[config.mk]
export PLATFORM = sky130hd
export DESIGN_NAME = gedf_cpu_placement_table_core_flat
export DESIGN_NICKNAME = d
export VERILOG_FILES = /design/src/rtl/gedf_pkg.sv /design/src/rtl/gedf_if.sv /design/src/rtl/gedf_cpu_placement_table_core.sv /design/src/rtl/gedf_ram.sv /design/src/flat_wrapper.sv
export SDC_FILE = /design/constraint.sdc
export NUM_CORES = 2
export LEC_CHECK = 0
export BUFFER_PORTS_ARGS = -buffer_cell sky130_fd_sc_hd__buf_2
export CAP_MARGIN = 40
export CORE_MARGIN = 2
export CORE_UTILIZATION = 57
export CTS_CLUSTER_SIZE = 14
export DETAILED_ROUTE_END_ITERATION = 8
export PLACE_DENSITY = 0.76
export SLEW_MARGIN = 20
export SYNTH_ARGS = -nofsm -noshare
export SYNTH_HDL_FRONTEND = slang
export SYNTH_SLANG_ARGS = --single-unit
[constraint.sdc]
create_clock -name clk -period 6.7 [get_ports clk]
set_input_delay 0 -clock clk [delete_from_list [all_inputs] [get_ports clk]]
set_output_delay 0 -clock clk [all_outputs]
set_load 0.03 [all_outputs]
[src/rtl/gedf_pkg.sv]
// Shared types and constants for the G-EDF CPU placement table.
`timescale 1ns / 1ps

package gedf_pkg;

	localparam int CPU_COUNT_DEF = 16;  // default number of table entries
	localparam int MASK_W        = 16;  // online mask width
	localparam int CPU_W         = 4;   // cpu / target_cpu field width
	localparam int PID_W         = 22;
	localparam int DL_W          = 64;

	localparam logic FUNC_UPDATE = 1'b0;
	localparam logic FUNC_PLACE  = 1'b1;

	typedef struct packed {
		logic [PID_W-1:0] pid;
		logic [DL_W-1:0]  deadline;
	} gedf_entry_t;

	typedef enum logic [2:0] {
		ST_IDLE,
		ST_SCAN,
		ST_DRAIN,
		ST_PICK,
		ST_READ,
		ST_DECIDE,
		ST_RESULT
	} gedf_state_t;

endpackage

[src/rtl/gedf_if.sv]
// Channel interfaces: request, response and configuration write.
`timescale 1ns / 1ps

interface gedf_req_if;
	logic                         valid;
	logic                         ready;
	logic                         func;
	logic [gedf_pkg::CPU_W-1:0]   cpu;
	logic                         linked_valid;
	logic [gedf_pkg::PID_W-1:0]   job_pid;
	logic [gedf_pkg::DL_W-1:0]    job_deadline;

	modport source (output valid, func, cpu, linked_valid, job_pid, job_deadline,
		input ready);
	modport sink (input valid, func, cpu, linked_valid, job_pid, job_deadline,
		output ready);
endinterface

interface gedf_rsp_if;
	logic                         valid;
	logic                         ready;
	logic [gedf_pkg::CPU_W-1:0]   target_cpu;
	logic                         should_preempt;
	logic                         no_cpu_online;

	modport source (output valid, target_cpu, should_preempt, no_cpu_online,
		input ready);
	modport sink (input valid, target_cpu, should_preempt, no_cpu_online,
		output ready);
endinterface

interface gedf_cfg_if;
	logic                         valid;
	logic                         ready;
	logic [gedf_pkg::MASK_W-1:0]  data;

	modport source (output valid, data, input ready);
	modport sink (input valid, data, output ready);
endinterface

[src/rtl/gedf_cpu_placement_table_core.sv]
// Top level of the G-EDF CPU placement table.
`timescale 1ns / 1ps

// Per-CPU placement table for a global EDF scheduler. Update items (func 0)
// mark a CPU idle or record the deadline and PID of the job linked to it, and
// return an all-zero item. Place items (func 1) walk the online CPUs in
// rotating order from the search start. The walk reads one table entry per
// cycle through a single read port and uses one shared 64-bit subtractor.
// The first idle CPU wins; otherwise the CPU whose job has the latest deadline
// wins, with the higher PID winning a tie. The response says whether the
// offered task should preempt that CPU. An update goes straight to the result
// step. A placement that reuses the cached minimum skips the walk and goes to
// the read step. A full search does one table read per CPU, then a drain,
// pick, read, decide and result step. A hit on an idle CPU ends the walk early
// and goes to the read step. When no CPU is online, no_cpu_online is set with
// target_cpu 0. The table accepts a new request while the previous response
// still waits on the output register. A response that is still blocked holds
// the block in its result step. Writing online_mask (always ready) drops the
// cached minimum; write it only while the block is idle. Entries are reset by
// per-CPU valid bits, so no clearing pass is needed after reset.

module gedf_cpu_placement_table_core #(
	parameter int CPU_COUNT = gedf_pkg::CPU_COUNT_DEF
) (
	input  logic       clk,
	input  logic       arst_n,
	gedf_req_if.sink   req,
	gedf_rsp_if.source rsp,
	gedf_cfg_if.sink   cfg
);

	localparam int CW = $clog2(CPU_COUNT);
	localparam int EW = $bits(gedf_pkg::gedf_entry_t);

	gedf_pkg::gedf_state_t state_q, state_d;

	// configuration and per-CPU control state
	logic [gedf_pkg::MASK_W-1:0] mask_q;
	logic [CPU_COUNT-1:0]        idle_q;
	logic [CPU_COUNT-1:0]        ent_vld_q;
	logic [CPU_COUNT-1:0]        online_vec;
	logic [CPU_COUNT-1:0]        idle_vec;
	logic [CW-1:0]               search_q;
	logic                        cached_q;

	// task under placement
	logic [gedf_pkg::PID_W-1:0]  task_pid_q;
	logic [gedf_pkg::DL_W-1:0]   task_dl_q;

	// scan position and running best candidate
	logic [CW-1:0]               pos_q;
	logic [CW-1:0]               pos_nxt;
	logic [CW-1:0]               cnt_q;
	logic                        have_online_q;
	logic [CW-1:0]               tgt_q;
	logic                        tgt_vld_q;
	logic [gedf_pkg::PID_W-1:0]  tgt_pid_q;
	logic [gedf_pkg::DL_W-1:0]   tgt_dl_q;

	// compare stage, in the cycle after the table read
	logic                        cmp_vld_s1;
	logic [CW-1:0]               cmp_pos_s1;
	logic                        rvld_s1;

	// pending and delivered response
	logic [gedf_pkg::CPU_W-1:0]  res_tgt_q;
	logic                        res_pre_q;
	logic                        res_none_q;
	logic                        out_vld_q;
	logic [gedf_pkg::CPU_W-1:0]  out_tgt_q;
	logic                        out_pre_q;
	logic                        out_none_q;

	// table memory
	logic                        ram_we;
	logic [CW-1:0]               ram_waddr;
	logic [CW-1:0]               ram_raddr;
	gedf_pkg::gedf_entry_t       ram_wdata;
	logic [EW-1:0]               ram_rdata;
	gedf_pkg::gedf_entry_t       ent;

	// shared subtractor
	logic [gedf_pkg::DL_W-1:0]   sub_a;
	logic [gedf_pkg::DL_W-1:0]   sub_b;
	logic [gedf_pkg::DL_W-1:0]   sub_d;
	logic                        sub_neg;
	logic                        sub_zero;
	logic                        lower_prio;
	logic                        preempt;

	logic                        req_acc;
	logic                        upd_acc;
	logic                        upd_ok;
	logic [CW-1:0]               upd_idx;
	logic                        pos_on;
	logic                        pos_idle;
	logic                        out_free;

	// CPUs at or above the mask width are never online
	for (genvar i = 0; i < CPU_COUNT; i++) begin : g_online
		if (i < gedf_pkg::MASK_W) begin : g_in
			assign online_vec[i] = mask_q[i];
		end else begin : g_out
			assign online_vec[i] = 1'b0;
		end
	end
	assign idle_vec = online_vec & idle_q;

	assign req_acc  = req.valid && req.ready;
	assign upd_ok   = 32'(req.cpu) < CPU_COUNT;
	assign upd_acc  = req_acc && (req.func == gedf_pkg::FUNC_UPDATE) && upd_ok;
	assign upd_idx  = CW'(req.cpu);
	assign pos_on   = online_vec[pos_q];
	assign pos_idle = idle_vec[pos_q];
	assign pos_nxt  = (pos_q == CW'(CPU_COUNT - 1)) ? '0 : pos_q + CW'(1);
	assign out_free = !out_vld_q || rsp.ready;

	assign ram_we             = upd_acc && req.linked_valid;
	assign ram_waddr          = upd_idx;
	assign ram_wdata.pid      = req.job_pid;
	assign ram_wdata.deadline = req.job_deadline;

	gedf_ram #(
		.WIDTH(EW),
		.DEPTH(CPU_COUNT)
	) u_table (
		.clk  (clk),
		.we   (ram_we),
		.waddr(ram_waddr),
		.wdata(ram_wdata),
		.raddr(ram_raddr),
		.rdata(ram_rdata)
	);

	// entries never written read as zero
	assign ent = rvld_s1 ? gedf_pkg::gedf_entry_t'(ram_rdata) : '0;

	// one wrap-aware deadline subtractor: candidate vs best while scanning,
	// task vs target entry in the decision step
	assign sub_a    = (state_q == gedf_pkg::ST_DECIDE) ? task_dl_q : ent.deadline;
	assign sub_b    = (state_q == gedf_pkg::ST_DECIDE) ? ent.deadline : tgt_dl_q;
	assign sub_d    = sub_a - sub_b;
	assign sub_neg  = sub_d[gedf_pkg::DL_W-1];
	assign sub_zero = (sub_d == '0);

	// candidate deadline later, or equal with higher PID
	assign lower_prio = (!sub_zero && !sub_neg) || (sub_zero && (ent.pid > tgt_pid_q));
	// target idle, task deadline earlier, or equal with lower PID
	assign preempt    = idle_vec[tgt_q] || sub_neg || (sub_zero && (task_pid_q < ent.pid));

	always_ff @(posedge clk or negedge arst_n) begin
		if (!arst_n) begin
			state_q <= gedf_pkg::ST_IDLE;
		end else begin
			state_q <= state_d;
		end
	end

	always_comb begin
		state_d   = state_q;
		req.ready = 1'b0;
		ram_raddr = tgt_q;
		unique case (state_q)
			gedf_pkg::ST_IDLE: begin
				req.ready = 1'b1;
				if (req.valid) begin
					if (req.func == gedf_pkg::FUNC_UPDATE) begin
						state_d = gedf_pkg::ST_RESULT;
					end else if (cached_q) begin
						state_d = gedf_pkg::ST_READ;
					end else begin
						state_d = gedf_pkg::ST_SCAN;
					end
				end
			end
			gedf_pkg::ST_SCAN: begin
				ram_raddr = pos_q;
				if (pos_idle) begin
					state_d = gedf_pkg::ST_READ;
				end else if (cnt_q == CW'(CPU_COUNT - 1)) begin
					state_d = gedf_pkg::ST_DRAIN;
				end
			end
			gedf_pkg::ST_DRAIN:  state_d = gedf_pkg::ST_PICK;
			gedf_pkg::ST_PICK: begin
				state_d = have_online_q ? gedf_pkg::ST_READ : gedf_pkg::ST_RESULT;
			end
			gedf_pkg::ST_READ:   state_d = gedf_pkg::ST_DECIDE;
			gedf_pkg::ST_DECIDE: state_d = gedf_pkg::ST_RESULT;
			gedf_pkg::ST_RESULT: begin
				if (out_free) begin
					state_d = gedf_pkg::ST_IDLE;
				end
			end
			default: state_d = gedf_pkg::ST_IDLE;
		endcase
	end

	// control state
	always_ff @(posedge clk or negedge arst_n) begin
		if (!arst_n) begin
			mask_q        <= '0;
			idle_q        <= '1;
			ent_vld_q     <= '0;
			search_q      <= '0;
			cached_q      <= 1'b0;
			have_online_q <= 1'b0;
			tgt_vld_q     <= 1'b0;
			cmp_vld_s1    <= 1'b0;
			out_vld_q     <= 1'b0;
		end else begin
			if (cfg.valid) begin
				mask_q <= cfg.data;
			end

			if (upd_acc) begin
				if (req.linked_valid) begin
					idle_q[upd_idx]    <= 1'b0;
					ent_vld_q[upd_idx] <= 1'b1;
				end else begin
					idle_q[upd_idx] <= 1'b1;
					search_q        <= upd_idx;
				end
			end

			if (req_acc && (req.func == gedf_pkg::FUNC_PLACE)) begin
				have_online_q <= 1'b0;
				tgt_vld_q     <= 1'b0;
			end

			// compare stage
			cmp_vld_s1 <= (state_q == gedf_pkg::ST_SCAN) && pos_on && !pos_idle;
			if (cmp_vld_s1 && (!tgt_vld_q || lower_prio)) begin
				tgt_vld_q <= 1'b1;
			end

			if (state_q == gedf_pkg::ST_SCAN) begin
				if (pos_on) begin
					have_online_q <= 1'b1;
				end
				if (pos_idle) begin
					search_q <= pos_q;
				end
			end

			if ((state_q == gedf_pkg::ST_PICK) && have_online_q) begin
				search_q <= tgt_q;
			end

			// cached minimum: dropped by a mask write or an update, set by a search
			if (cfg.valid || upd_acc) begin
				cached_q <= 1'b0;
			end else if ((state_q == gedf_pkg::ST_SCAN) && pos_idle) begin
				// idle hit: cache only if a busy online CPU came first
				cached_q <= have_online_q;
			end else if ((state_q == gedf_pkg::ST_PICK) && have_online_q) begin
				cached_q <= 1'b1;
			end

			if ((state_q == gedf_pkg::ST_RESULT) && out_free) begin
				out_vld_q <= 1'b1;
			end else if (rsp.ready) begin
				out_vld_q <= 1'b0;
			end
		end
	end

	// datapath
	always_ff @(posedge clk) begin
		rvld_s1    <= ent_vld_q[ram_raddr];
		cmp_pos_s1 <= pos_q;

		if (req_acc) begin
			task_pid_q <= req.job_pid;
			task_dl_q  <= req.job_deadline;
			pos_q      <= search_q;
			cnt_q      <= '0;
			tgt_q      <= search_q;
			res_tgt_q  <= '0;
			res_pre_q  <= 1'b0;
			res_none_q <= 1'b0;
		end

		if (state_q == gedf_pkg::ST_SCAN) begin
			pos_q <= pos_nxt;
			cnt_q <= cnt_q + CW'(1);
		end

		// an idle hit overrides any compare still in flight
		if ((state_q == gedf_pkg::ST_SCAN) && pos_idle) begin
			tgt_q <= pos_q;
		end else if (cmp_vld_s1 && (!tgt_vld_q || lower_prio)) begin
			tgt_q     <= cmp_pos_s1;
			tgt_pid_q <= ent.pid;
			tgt_dl_q  <= ent.deadline;
		end

		if ((state_q == gedf_pkg::ST_PICK) && !have_online_q) begin
			res_none_q <= 1'b1;
		end

		if (state_q == gedf_pkg::ST_DECIDE) begin
			res_tgt_q <= gedf_pkg::CPU_W'(tgt_q);
			res_pre_q <= preempt;
		end

		if ((state_q == gedf_pkg::ST_RESULT) && out_free) begin
			out_tgt_q  <= res_tgt_q;
			out_pre_q  <= res_pre_q;
			out_none_q <= res_none_q;
		end
	end

	assign cfg.ready          = 1'b1;
	assign rsp.valid          = out_vld_q;
	assign rsp.target_cpu     = out_tgt_q;
	assign rsp.should_preempt = out_pre_q;
	assign rsp.no_cpu_online  = out_none_q;

endmodule

[src/rtl/gedf_ram.sv]
// Generic single-write, single-read RAM with registered read data.
`timescale 1ns / 1ps

module gedf_ram #(
	parameter int WIDTH = 8,
	parameter int DEPTH = 16
) (
	input  logic                       clk,
	input  logic                       we,
	input  logic [$clog2(DEPTH)-1:0]   waddr,
	input  logic [WIDTH-1:0]           wdata,
	input  logic [$clog2(DEPTH)-1:0]   raddr,
	output logic [WIDTH-1:0]           rdata
);

	logic [WIDTH-1:0] mem [DEPTH];

	always_ff @(posedge clk) begin
		if (we) begin
			mem[waddr] <= wdata;
		end
		rdata <= mem[raddr];
	end

endmodule
[src/flat_wrapper.sv]
// flat-port wrapper written by rule: the top's interface ports become plain ports
module gedf_cpu_placement_table_core_flat 
#(
	parameter int CPU_COUNT = gedf_pkg::CPU_COUNT_DEF
)
  (clk, arst_n, req_valid, req_func, req_cpu, req_linked_valid, req_job_pid, req_job_deadline, req_ready, rsp_valid, rsp_target_cpu, rsp_should_preempt, rsp_no_cpu_online, rsp_ready, cfg_valid, cfg_data, cfg_ready);
  gedf_req_if req_i ();
  gedf_rsp_if rsp_i ();
  gedf_cfg_if cfg_i ();
  input  logic clk;
  input  logic arst_n;
  input wire logic [$bits(req_i.valid)-1:0] req_valid;
  input wire logic [$bits(req_i.func)-1:0] req_func;
  input wire logic [$bits(req_i.cpu)-1:0] req_cpu;
  input wire logic [$bits(req_i.linked_valid)-1:0] req_linked_valid;
  input wire logic [$bits(req_i.job_pid)-1:0] req_job_pid;
  input wire logic [$bits(req_i.job_deadline)-1:0] req_job_deadline;
  output wire logic [$bits(req_i.ready)-1:0] req_ready;
  output wire logic [$bits(rsp_i.valid)-1:0] rsp_valid;
  output wire logic [$bits(rsp_i.target_cpu)-1:0] rsp_target_cpu;
  output wire logic [$bits(rsp_i.should_preempt)-1:0] rsp_should_preempt;
  output wire logic [$bits(rsp_i.no_cpu_online)-1:0] rsp_no_cpu_online;
  input wire logic [$bits(rsp_i.ready)-1:0] rsp_ready;
  input wire logic [$bits(cfg_i.valid)-1:0] cfg_valid;
  input wire logic [$bits(cfg_i.data)-1:0] cfg_data;
  output wire logic [$bits(cfg_i.ready)-1:0] cfg_ready;
  assign req_i.valid = req_valid;
  assign req_i.func = req_func;
  assign req_i.cpu = req_cpu;
  assign req_i.linked_valid = req_linked_valid;
  assign req_i.job_pid = req_job_pid;
  assign req_i.job_deadline = req_job_deadline;
  assign req_ready = req_i.ready;
  assign rsp_valid = rsp_i.valid;
  assign rsp_target_cpu = rsp_i.target_cpu;
  assign rsp_should_preempt = rsp_i.should_preempt;
  assign rsp_no_cpu_online = rsp_i.no_cpu_online;
  assign rsp_i.ready = rsp_ready;
  assign cfg_i.valid = cfg_valid;
  assign cfg_i.data = cfg_data;
  assign cfg_ready = cfg_i.ready;
  gedf_cpu_placement_table_core #(.CPU_COUNT(CPU_COUNT)) u_core (.clk(clk), .arst_n(arst_n), .req(req_i), .rsp(rsp_i), .cfg(cfg_i));
endmodule
==> flow_summary.ini <==
[grt]
grt_overflow = 0
grt_pass1_wl_microns = 276000
grt_use_total = 0.274
grt_pass1_vias = 46313
antenna_found_initial = 11
grt_max_degree = 191

[worst_setup_path]
crit_path_cell_trace = inv_1, and3_4, buf_12, o21ai_0, ha_1, a21oi_1, o211a_1, o211ai_1, nand4_1, or4_1, or4_1, nor4_1, nand4_1, nor4_2, a221oi_4, buf_12, or3_1
critPathKind = reg -> reg
cp.arrival_ns = 6.77
worstPathMaxFanout = 40
max_stage_delay_ns = 0.66
critPathRequiredTime_ns = 7.23
setup.worst_path.start_class = register
worstRegToRegCells = 17
endpoint_kind = register
crit_slowest_cell = ha_1

[timing]
post-route-period-util = 0.932
tns_ns = 0
hold_viol = 0
min_period_ns = 6.24
clock_skew_ns = 0.0462
rsz0062_at_grt = no
worst_pin_slew_ns = 1.00
relSlewSlack = 0.332
setup_viol = 0
finalMaxSlewViolations = 0
clock.fmax_ghz = 0.160

[route]
ant_nets = 0
route.vias.total = 48266
wire_per_inst_microns = 23.7
firstDrtPassIters = 8
avgViaCountPerCell = 6.29
wirelength_microns = 182000
drc = 0
drt-initial-drc-count = 5403

[yosys]
synth-adder-area-share = 0.0188
async_reset_ff_frac = 0.0348
synthSimpleGateAreaFrac = 0.111
synth.distinct_cells = 93
ys_seq_area_frac = 0.691
synthesis.area_sq_um = 73100
synth_compound_area_frac = 0.140
synth_top_family_by_area = compound AO/OA/AOI/OAI gates
synthFlopType = edfxtp_1
syn_inst = 5701
ys_ff_latch = 1723
ys_warn_count = 0
syn_nets = 5923
synthXorXnorAreaFrac = 0.00323
synth_edf_count = 1571
muxShareOfSynthArea = 0.00794
avgSynthCellArea_sq_um = 12.8

[clocking]
cts_htree_levels = 4
cts_tree = built
cts_made_buffers = 167
clock-sinks = 1723
worstSkewPairLatency_ns = 0.83
clk_path_buf_depth = 3
root_buffer = clkbuf_16
cts.clk_slew.worst_paths_ns = 0.06

[status]
outcome = complete, no violations

[final_layout]
num-nets-final = 6076
final_cell_mix = edfxtp_1, nand2_1, a211oi_1
mostFrequentLayoutCell = edfxtp_1
layout-drive-gt1-share = 0.0983
syn_to_final_growth_pct = 13.3

[pwr]
power_mw = 39.7
leakage_nw = 28.3
peakVddDrop_mv = 0.653
p_per_area_nw_per_um2 = 479

[min_path]
min_path_cells = 5
hp-class = in -> reg

[place]
portBuffers = 120
finalWeightedCongestion = 0.951
detailed_place_hpwl_microns = 104000

[floorplan]
rows = 131
coreArea_sq_um = 127000
die_area_sq_um = 131000
die_h_microns = 362
die_w_microns = 362
initial_core_util = 0.574
ioPinCount = 122

[run]
drv_cap = 0
## layout make-up
type,instances,area (sq um)
multi-input cells,3459,20800
repair buffers,378,3320
diodes,9,22.5
inverters,125,472
clock inverters,78,953
clock buffers,236,4650
well taps,1662,2080
flip-flops and latches,1723,50500
fillers,8908,44600
## synth_stat cells, types with 13 or more instances
| cell | n | area, sq um |
|---|---|---|
| a311oi_1 | 183 | 1600 |
| nor4_1 | 14 | 87.6 |
| edfxtp_1 | 1571 | 47200 |
| dfrtp_1 | 44 | 1100 |
| nand3_1 | 38 | 190 |
| o21ai_1 | 13 | 65.1 |
| inv_1 | 125 | 469 |
| or2_2 | 21 | 131 |
| clkbuf_1 | 354 | 1330 |
| nand4_1 | 55 | 344 |
| buf_1 | 13 | 48.8 |
| o211ai_1 | 20 | 150 |
| dfstp_2 | 16 | 420 |
| xnor2_1 | 16 | 140 |
| ha_1 | 108 | 1350 |
| o21ai_0 | 128 | 641 |
| nand2_1 | 965 | 3620 |
| and2_1 | 350 | 2190 |
| mux2i_1 | 22 | 220 |
| o21a_1 | 30 | 225 |
| a21oi_1 | 348 | 1740 |
| and3_1 | 17 | 106 |
| a211oi_1 | 448 | 3360 |
| nor2_1 | 207 | 777 |
| mux2_2 | 17 | 191 |
| a21o_1 | 39 | 293 |
| buf_2 | 21 | 105 |
| nor3_1 | 30 | 150 |
| a31oi_1 | 197 | 1230 |
| dfxtp_1 | 92 | 1840 |
## critical path: cells and delay by family (launching register included)
kind            cells  cell delay (ns)
simple gates        8             2.99
compound gates      5             1.08
buf+inv             3             0.67
fa+ha+maj           1             0.66
flops               1             0.49
## what timing repair did
action / 4_1_cts / 5_1_grt
endpoints found under the hold margin: 1589 / 0
gates resized for setup: 0 / 0
setup buffers: 0 / 1
endpoints found under the setup margin: 0 / 43
hold buffers: 149 / 0
## metrics by stage
stage	hold WS (ns)	worst slack, ns	std cells	instance area, sq um	utilization
6_report	0.0817	0.457	7670	82800	0.650
5_1_grt	0.0833	0.142	7666	82800	0.650
4_1_cts	0.0196	0.378	7659	82700	0.650
3_5_place_dp	0.223	0.452	7196	75600	0.594
3_3_place_gp	0.212	0.550	7191	75500	0.593
2_1_floorplan	-0.296	0.218	5701	73100	-
## sequential cells by signal (all words and copies together) (netlist names), 3 cells and up, named ones only
| register | count |
|---|---|
| u_core.tgt_dl_q | 64 |
| u_core.task_pid_q | 22 |
| u_core.rsp.target_cpu | 4 |
| u_core.mask_q | 16 |
| u_core.tgt_pid_q | 22 |
| u_core.state_q | 3 |
| u_core.cnt_q | 4 |
| u_core.u_table.rdata | 86 |
| u_core.u_table.mem | 1376 |
| u_core.search_q | 4 |
| u_core.res_tgt_q | 4 |
| u_core.tgt_q | 4 |
| u_core.ent_vld_q | 16 |
| u_core.pos_q | 4 |
| u_core.cmp_pos_s1 | 4 |
| u_core.task_dl_q | 64 |
## layer usage
metal / vias to the layer above / global-route usage / wire (microns)
met5: - / 0 / 54
met4: 8 / 0.0800 / 4100
met1: 24194 / 0.383 / 76300
met3: 303 / 0.0411 / 12900
met2: 1915 / 0.449 / 88300
li1: 21846 / - / -
## report_power, final
group | internal, mW | switching [mW]
clock | 5.34 | 4.11
sequential | 12.7 | 0.454
combinational | 5.66 | 11.4
## final timing paths
kind	from	end	slack [ns]
setup reg to reg	u_core.state_q[1]	u_core.tgt_q[3]	0.46
hold reg to reg	u_core.ent_vld_q[11]	u_core.ent_vld_q[11]	0.46
setup / recovery	u_core.state_q[1]	u_core.tgt_q[3]	0.46
hold / removal	req_valid	u_core.res_none_q	0.08
min in group asynchronous	arst_n	u_core.ent_vld_q[3]	0.20
max in group asynchronous	arst_n	asynchronous set/reset pin	5.97
## logic make-up after synthesis
family	Yosys count
flip-flops	1723
AO/OA/AOI/OAI	1510
adder cells (fa/ha/maj)	109
AND/OR/NAND/NOR	1765
XOR/XNOR	27
buffers and inverters	519
multiplexers	47
other	1
(Power assumes the default switching activity.)
